$ cat config.mk
export PLATFORM = sky130hd
export DESIGN_NAME = light_command_field_parser
export DESIGN_NICKNAME = d
export VERILOG_FILES = /design/src/sv/lcfp_pkg.sv /design/src/sv/lcfp_in_stage.sv /design/src/sv/lcfp_parser.sv /design/src/sv/light_command_field_parser.sv
export SDC_FILE = /design/constraint.sdc
export NUM_CORES = 1
export LEC_CHECK = 0
export BUFFER_PORTS_ARGS = -buffer_cell sky130_fd_sc_hd__buf_2
export CORE_ASPECT_RATIO = 1.1
export CORE_MARGIN = 2
export CORE_UTILIZATION = 40
export CTS_CLUSTER_DIAMETER = 80
export DETAILED_ROUTE_END_ITERATION = 8
export PLACE_DENSITY = 0.6
export SYNTH_ARGS = -nofsm -noshare
export SYNTH_HDL_FRONTEND = slang
export SYNTH_SLANG_ARGS = --single-unit
$ cat constraint.sdc
create_clock -name clk_i -period 6.6 [get_ports clk_i]
set_input_delay 1.32 -clock clk_i [delete_from_list [all_inputs] [get_ports clk_i]]
set_output_delay 1.32 -clock clk_i [all_outputs]
set_load 0.02 [all_outputs]
$ cat src/sv/lcfp_pkg.sv
// Shared types and constants of the lighting command field parser.
package lcfp_pkg;

  localparam int unsigned ByteW   = 8;
  localparam int unsigned CtrlW   = 16;
  localparam int unsigned AccW    = 24;
  localparam int unsigned TdataOW = 96;

  localparam logic [ByteW-1:0] CmdType   = 8'h01;
  localparam logic [1:0]       FadeGiven = 2'd2;

  // One parsed message.
  typedef struct packed {
    logic [1:0]  fade_mode;
    logic [7:0]  fade_time;
    logic [15:0] brightness_value;
    logic        brightness_is_percent;
    logic [15:0] colour_temperature;
    logic [23:0] timer_value;
    logic [15:0] hold_time;
    logic [7:0]  power_memory;
  } lcfp_result_t;

  // Status of the input register toward the parser.
  typedef struct packed {
    logic             valid;
    logic [ByteW-1:0] data;
    logic             last;
  } lcfp_in_t;

endpackage

$ cat src/sv/lcfp_in_stage.sv
// Input register that holds one byte item until the parser takes it.
module lcfp_in_stage (
  input  logic                       clk_i,
  input  logic                       rst_ni,
  input  logic                       s_axis_tvalid,
  output logic                       s_axis_tready,
  input  logic [lcfp_pkg::ByteW-1:0] s_axis_tdata,
  input  logic                       s_axis_tlast,
  input  logic                       adv_i,
  output lcfp_pkg::lcfp_in_t         in_o
);

  logic                       valid_q, valid_d;
  logic [lcfp_pkg::ByteW-1:0] data_q;
  logic                       last_q;
  logic                       load;

  assign s_axis_tready = !valid_q || adv_i;
  assign load          = s_axis_tvalid && s_axis_tready;

  always_comb begin
    valid_d = valid_q;
    if (load) begin
      valid_d = 1'b1;
    end else if (adv_i) begin
      valid_d = 1'b0;
    end
  end

  always_ff @(posedge clk_i or negedge rst_ni) begin
    if (!rst_ni) begin
      valid_q <= 1'b0;
    end else begin
      valid_q <= valid_d;
    end
  end

  always_ff @(posedge clk_i) begin
    if (load) begin
      data_q <= s_axis_tdata;
      last_q <= s_axis_tlast;
    end
  end

  assign in_o = '{valid: valid_q, data: data_q, last: last_q};

endmodule

$ cat src/sv/lcfp_parser.sv
// Parse state and the one-byte step of the message parser.
module lcfp_parser (
  input  logic                       clk_i,
  input  logic                       rst_ni,
  input  logic                       adv_i,
  input  logic [lcfp_pkg::ByteW-1:0] byte_i,
  input  logic                       last_i,
  output logic                       res_valid_o,
  output lcfp_pkg::lcfp_result_t     res_o,
  output logic                       hdr_phase_o
);

  localparam logic [2:0] PhHdr  = 3'd0;
  localparam logic [2:0] PhFade = 3'd1;
  localparam logic [2:0] PhBri  = 3'd2;
  localparam logic [2:0] PhCt   = 3'd3;
  localparam logic [2:0] PhTail = 3'd4;
  localparam logic [2:0] PhSkip = 3'd5;

  logic [2:0]                 ph_q, ph_d;
  logic [1:0]                 idx_q, idx_d, idx_inc, tail_len;
  logic [lcfp_pkg::CtrlW-1:0] cw_q, cw_d;
  logic [lcfp_pkg::AccW-1:0]  acc_q, acc_d;
  logic [7:0]                 fade_q, fade_d;
  logic [16:0]                bri_q, bri_d;
  logic [15:0]                ct_q, ct_d;
  logic                       drop_q, drop_d;
  logic                       cut;
  logic                       tail_ok;

  // First phase at or after from that the control word asks for.
  function automatic logic [2:0] next_phase(input logic [2:0] from,
                                            input logic [15:0] cw);
    logic [2:0] ph;
    ph = PhSkip;
    priority if (from <= PhFade && cw[15:14] == lcfp_pkg::FadeGiven) begin
      ph = PhFade;
    end else if (from <= PhBri && cw[13]) begin
      ph = PhBri;
    end else if (from <= PhCt && cw[12]) begin
      ph = PhCt;
    end else if (from <= PhTail && (cw[4] || cw[5] || cw[6])) begin
      ph = PhTail;
    end
    return ph;
  endfunction

  assign tail_len = cw_q[4] ? 2'd3 : (cw_q[5] ? 2'd2 : 2'd1);
  assign idx_inc  = idx_q + 2'd1;

  always_comb begin
    ph_d   = ph_q;
    idx_d  = idx_q;
    cw_d   = cw_q;
    acc_d  = acc_q;
    fade_d = fade_q;
    bri_d  = bri_q;
    ct_d   = ct_q;
    drop_d = drop_q;
    cut    = 1'b0;
    unique case (ph_q)
      PhHdr: begin
        if (idx_q == 2'd0) begin
          if (byte_i != lcfp_pkg::CmdType) drop_d = 1'b1;
          idx_d = 2'd1;
        end else if (idx_q == 2'd1) begin
          cw_d  = {byte_i, 8'h00};
          idx_d = 2'd2;
        end else begin
          cw_d  = {cw_q[15:8], byte_i};
          ph_d  = next_phase(PhFade, cw_d);
          idx_d = 2'd0;
          acc_d = '0;
        end
      end
      PhFade: begin
        fade_d = byte_i;
        ph_d   = next_phase(PhBri, cw_q);
        idx_d  = 2'd0;
        acc_d  = '0;
      end
      PhBri: begin
        if (idx_q == 2'd0 && byte_i[7]) begin
          bri_d = {1'b1, 9'd0, byte_i[6:0]};
          ph_d  = next_phase(PhCt, cw_q);
          idx_d = 2'd0;
          acc_d = '0;
        end else if (idx_q == 2'd0) begin
          acc_d = {16'd0, byte_i};
          idx_d = 2'd1;
        end else begin
          bri_d = {1'b0, acc_q[7:0], byte_i};
          ph_d  = next_phase(PhCt, cw_q);
          idx_d = 2'd0;
          acc_d = '0;
        end
      end
      PhCt: begin
        if (idx_q == 2'd0) begin
          // percentage form still needs a byte after it
          cut = last_i;
          if (byte_i[7]) begin
            ct_d  = {9'd0, byte_i[6:0]};
            ph_d  = next_phase(PhTail, cw_q);
            idx_d = 2'd0;
            acc_d = '0;
          end else begin
            acc_d = {16'd0, byte_i};
            idx_d = 2'd1;
          end
        end else begin
          ct_d  = {acc_q[7:0], byte_i};
          ph_d  = next_phase(PhTail, cw_q);
          idx_d = 2'd0;
          acc_d = '0;
        end
      end
      PhTail: begin
        acc_d = {acc_q[15:0], byte_i};
        if (idx_inc >= tail_len) begin
          ph_d  = PhSkip;
          idx_d = 2'd0;
        end else begin
          idx_d = idx_inc;
        end
      end
      default: begin
      end
    endcase
  end

  assign tail_ok = (ph_d == PhSkip);

  assign res_valid_o = last_i && !(cut || drop_d || ph_d == PhHdr || ph_d == PhBri ||
                                   ph_d == PhCt ||
                                   (ph_d == PhFade && (cw_d[13] || cw_d[12])));

  always_comb begin
    res_o.fade_mode             = cw_d[15:14];
    res_o.fade_time             = (cw_d[15:14] == lcfp_pkg::FadeGiven) ? fade_d : 8'd0;
    res_o.brightness_value      = cw_d[13] ? bri_d[15:0] : 16'd0;
    res_o.brightness_is_percent = cw_d[13] && bri_d[16];
    res_o.colour_temperature    = cw_d[12] ? ct_d : 16'd0;
    res_o.timer_value           = (cw_d[4] && tail_ok) ? acc_d : 24'd0;
    res_o.hold_time             = (!cw_d[4] && cw_d[5] && tail_ok) ? acc_d[15:0] : 16'd0;
    res_o.power_memory          = (!cw_d[4] && !cw_d[5] && cw_d[6] && tail_ok) ?
                                  acc_d[7:0] : 8'd0;
  end

  // A final byte returns all parse state to its reset value.
  always_ff @(posedge clk_i or negedge rst_ni) begin
    if (!rst_ni) begin
      ph_q   <= PhHdr;
      idx_q  <= 2'd0;
      cw_q   <= '0;
      acc_q  <= '0;
      fade_q <= '0;
      bri_q  <= '0;
      ct_q   <= '0;
      drop_q <= 1'b0;
    end else if (adv_i) begin
      if (last_i) begin
        ph_q   <= PhHdr;
        idx_q  <= 2'd0;
        cw_q   <= '0;
        acc_q  <= '0;
        fade_q <= '0;
        bri_q  <= '0;
        ct_q   <= '0;
        drop_q <= 1'b0;
      end else begin
        ph_q   <= ph_d;
        idx_q  <= idx_d;
        cw_q   <= cw_d;
        acc_q  <= acc_d;
        fade_q <= fade_d;
        bri_q  <= bri_d;
        ct_q   <= ct_d;
        drop_q <= drop_d;
      end
    end
  end

  assign hdr_phase_o = (ph_q == PhHdr) && (idx_q == 2'd0);

endmodule

$ cat src/sv/light_command_field_parser.sv
// Light command field parser: one byte item per cycle unless m_axis stalls, at most
// one result per message. Takes one message byte per cycle on s_axis while m_axis
// is not stalled, tlast on the final byte, with no gaps needed between messages. A
// byte is held in the input register and is parsed on its way into the result
// register, from which a message's result shows on m_axis; a message that is
// dropped (wrong type, under three bytes, brightness or colour temperature cut
// short) gives no result. The sustained rate is one byte per cycle while m_axis
// is not stalled, set by the single parse step between the two registers;
// s_axis_tready follows m_axis_tready combinationally while both registers are full.
module light_command_field_parser #(
) (
  input  logic        clk_i,
  input  logic        rst_ni,
  input  logic        s_axis_tvalid,
  output logic        s_axis_tready,
  input  logic [7:0]  s_axis_tdata,   // [7:0] data_byte
  input  logic        s_axis_tlast,   // last_byte
  output logic        m_axis_tvalid,
  input  logic        m_axis_tready,
  // [1:0] fade_mode, [9:2] fade_time, [25:10] brightness_value,
  // [41:26] colour_temperature, [65:42] timer_value, [81:66] hold_time,
  // [89:82] power_memory, [95:90] zero
  output logic [lcfp_pkg::TdataOW-1:0] m_axis_tdata,
  output logic        m_axis_tuser    // brightness_is_percent
);

  lcfp_pkg::lcfp_in_t     in_s;
  lcfp_pkg::lcfp_result_t res;
  lcfp_pkg::lcfp_result_t res_q;
  logic                   res_valid;
  logic                   hdr_phase;
  logic                   adv;
  logic                   out_valid_q, out_valid_d;
  logic                   out_free;
  logic                   out_load;

  assign out_free = !out_valid_q || m_axis_tready;
  assign adv      = in_s.valid && out_free;
  assign out_load = adv && res_valid;

  lcfp_in_stage u_in_stage (
    .clk_i        (clk_i),
    .rst_ni       (rst_ni),
    .s_axis_tvalid(s_axis_tvalid),
    .s_axis_tready(s_axis_tready),
    .s_axis_tdata (s_axis_tdata),
    .s_axis_tlast (s_axis_tlast),
    .adv_i        (adv),
    .in_o         (in_s)
  );

  lcfp_parser u_parser (
    .clk_i      (clk_i),
    .rst_ni     (rst_ni),
    .adv_i      (adv),
    .byte_i     (in_s.data),
    .last_i     (in_s.last),
    .res_valid_o(res_valid),
    .res_o      (res),
    .hdr_phase_o(hdr_phase)
  );

  always_comb begin
    out_valid_d = out_valid_q;
    if (out_free) out_valid_d = out_load;
  end

  always_ff @(posedge clk_i or negedge rst_ni) begin
    if (!rst_ni) begin
      out_valid_q <= 1'b0;
    end else begin
      out_valid_q <= out_valid_d;
    end
  end

  always_ff @(posedge clk_i) begin
    if (out_load) res_q <= res;
  end

  assign m_axis_tvalid = out_valid_q;
  assign m_axis_tuser  = res_q.brightness_is_percent;
  assign m_axis_tdata  = {6'd0, res_q.power_memory, res_q.hold_time, res_q.timer_value,
                          res_q.colour_temperature, res_q.brightness_value,
                          res_q.fade_time, res_q.fade_mode};

  // A result is loaded only from a final byte.
  a_result_on_last: assert property (@(posedge clk_i) disable iff (!rst_ni)
    out_load |-> in_s.last)
    else $error("result loaded from a byte that is not final");

  // A final byte restarts parsing at the type byte.
  a_restart_after_last: assert property (@(posedge clk_i) disable iff (!rst_ni)
    (adv && in_s.last) |=> hdr_phase)
    else $error("parser not back at header after final byte");

  // Back-pressure on the input only while the input register holds a byte.
  a_ready_when_empty: assert property (@(posedge clk_i) disable iff (!rst_ni)
    !in_s.valid |-> s_axis_tready)
    else $error("input stalled with an empty input register");

  // A stalled result is not overwritten.
  a_no_overwrite: assert property (@(posedge clk_i) disable iff (!rst_ni)
    (out_valid_q && !m_axis_tready) |-> !adv)
    else $error("parser advanced while the result register was stalled");

endmodule
==> results.md <==
- Yosys Warn Count: 0
- Post-CTS Setup Inserts: 0
- Skew final: 7.95 ps
- Vias in the first global route: 5738
- # IOs: 112
- Largest net degree at the start of global routing: 72
- Wirelength per Cell: 18.6 um
- Clock tree buffer depth: 2
- CP cell instances: inv_1 -> ha_1 -> or4_4 -> o32a_1 -> o311ai_4 -> and2_1 -> a31o_4 -> buf_4
- CTS resizes: 0
- Hold Buf Count CTS: 0
- Number of inserted diodes: 0
- Die Ht: 155 um
- CP Capture Type: flip-flop
- Clock Root Buffer: clkbuf_16
- Post-synthesis cell area: 8310 sq um
- Horiz. Die Dim: 141 um
- Hold_ws: 482 ps
- Htree depth: 4
- Reg2Reg Depth: 8
- Worst Path Buf+Inv: 2
- P per Cell Area: 448 nW/um^2
- Async set or reset register ratio after synthesis: 44.4%
- Startpoint types: flip-flop
- Slowest CP cell: a31o_4
- Nets: 846
- Num CTS Buffers: 17
- Final Util: 46.6%
- Run status: completed
- Post-synth EDFFs: 100
- R2R Setup Slk: 2620 ps
- Top post-synthesis cells by area: edfxtp_1 36%, dfrtp_1 24%, a22oi_1 7.4%
- Clk_lat worst skew: 430 ps
- Flops & latches, synth: 180
- Worst relative slew slack: 18.8%
- Final Slew Violations: 0
- GR Util All Layers: 18.9%
- RD Place Congestion: 0.872
- Row count: 55
- Die area: 21900 sq um
- Endpoint, Worst Hold: u_parser.bri_q[2]
- Worst-Margin Slew: 1210 ps
- Share of layout cells above drive strength 1: 21.3%
- Setup CP Type: reg2reg
- Worst Min Path Start: u_parser.bri_q[2]
- Worst Path Arrival: 4050 ps
- Core Region: 20500 sq um
- Detailed-route via count: 6201
- Crit-path max FO: 51
- First-pass GRT wire length: 32.5 mm
- Reg2reg start: u_parser.idx_q[0]
- Pre-antenna DRT Iters: 5
- Top FF cell, synth: edfxtp_1
- CP Data Required Time: 6670 ps
- WL final: 20.4 mm
- Min Clock Period, post-route: 3980 ps
- Total grt overflow: 0
- Max Fclk: 251 MHz
- Worst reg2reg path endpoint: m_axis_tdata[33]
- Area share of the largest cell type after synthesis: 36.1%
- Avg Vias per Cell: 5.65
- Filler cells: 1905
- Part of the cycle the worst path needs: 60.3%
- Cell taking the most area after synthesis: edfxtp_1
- Initial Util: 40.5%
- Synth cell types: 54
- Initial antenna violation count: 0
- DRT iter0 DRCs: 529
- Final antenna-violating net count: 0
- Setup violations, final: 0
- Clk pin slew, worst setup/hold paths: 70 ps
- RSZ-0062 raised after global routing: false
- Register area share after synthesis: 60.2%
- Final HPWL from detailed placement: 12.9 mm
- Worst path top cell family by delay: compound AO/OA/AOI/OAI gates
- P&R area growth vs syn: 15.1%
- CTS tree: yes
- Total power: 4280 uW
- IO Port Bufs: 105
- Max Cap Viol: 0
- CP Launch Point: u_parser.idx_q[0]
- Cells after synthesis: 764
- Syn_area_per_cell: 10.9 sq um
- Final Hold Violating Endpoints: 0
- Tightest Hold Check Type: reg2reg
- Peak supply drop: 0.000226 V
- Hold depth: 2
- Fin Setup TNS: 0 ps
- CTS sink count: 180
- DRC: 0
- Crit-path max cell delay: 640 ps
- P_leak: 0.00346 uW
[per-layer routing]
layer | share of wire, % | GRT usage [%] | vias up
met5 | 0 | 0 | -
met4 | 1.8 | 6.19 | 0
met3 | 4.7 | 2.92 | 20
met2 | 46 | 29.1 | 201
met1 | 47 | 27.5 | 3051
li1 | - | - | 2929
[power by group]
group | internal (uW) | switching, uW | total [uW] | leakage (uW)
Clock | 607 | 455 | 1060 | 0.000292
Sequential | 1540 | 201 | 1740 | 0.00204
Combinational | 405 | 1070 | 1480 | 0.00113
[worst max path at each step]
stage / endpoint / cells past startpoint / slack [ps]
after detailed placement: m_axis_tdata[11] / 8 / 2630
after global placement: m_axis_tdata[33] / 8 / 2690
after global routing: m_axis_tdata[33] / 8 / 2300
after CTS: m_axis_tdata[33] / 8 / 2610
final: m_axis_tdata[33] / 8 / 2620
after floorplan: m_axis_tdata[0] / 8 / 2930
[cell usage after synthesis, types with 7 or more instances]
cell and n:
a22oi_1 82, o21ai_0 77, nor3_1 36, nor2_1 35
clkbuf_1 60, a21oi_1 29, inv_1 8, dfrtp_1 80
nand2b_1 7, a21boi_0 23, edfxtp_1 100, nand2_1 120
nor3_2 20
[state kept, by name, indices dropped and copies added, names as in the netlist, 2 cells and up]
| name | cells |
|---|---|
| u_parser.cw_q | 7 |
| u_in_stage.data_q | 8 |
| u_parser.fade_q | 8 |
| u_parser.bri_q | 17 |
| u_parser.idx_q | 2 |
| u_parser.ct_q | 16 |
| m_axis_tdata | 90 |
| u_parser.acc_q | 24 |
| u_parser.ph_q | 3 |
[per-stage QoR]
stage                     instances  setup WS [ps]  instance area, sq um
after floorplan                 769           2930                  8330
after global placement         1065           2690                  8940
after detailed placement       1065           2630                  8940
after CTS                      1097           2610                  9560
after global routing           1097           2300                  9560
final                          1097           2620                  9560
[tightest hold or removal path, cell delays in order, from the launching register on]
cell	delay (ps)
dfrtp_1	340
nand2_1	40
o21ai_0	60
[cell families (layout without fill, tap and decap cells)]
family | count (synthesis) | in the layout | share of synthesized area (%)
DFF | 180 | 180 | 60.2
AOI/OAI and AO/OA | 246 | 246 | 19.6
adders and majority gates | 5 | 5 | 0.753
and+or+nand+nor | 247 | 247 | 14.5
muxes | 4 | 4 | 0.512
buffers and inverters | 81 | 153 | 4.41
other | 1 | 6 | 0.0451
[cell type report]
type	count	area, sq um	area share [%]
Inverter	8	30.0	0.314
Clock buffer	17	425	4.45
Multi-Input combinational cell	508	3000	31.4
Sequential cell	180	5000	52.3
Tap cell	256	320	3.35
Timing Repair Buffer	113	588	6.15
Clock inverter	15	194	2.03
[placed cells by master (no fill, tap or decap), types with 7 or more instances in the layout]
master     instances
edfxtp_1         100
nor3_1            36
o21ai_0           77
a21boi_0          23
buf_4              9
dfrtp_1           80
nand2b_1           7
a21oi_1           29
clkbuf_16         17
inv_1              8
buf_2            104
nor2_1            35
a22oi_1           81
nand2_1          119
nor3_2            20
Power figures use the tool's default switching activity.
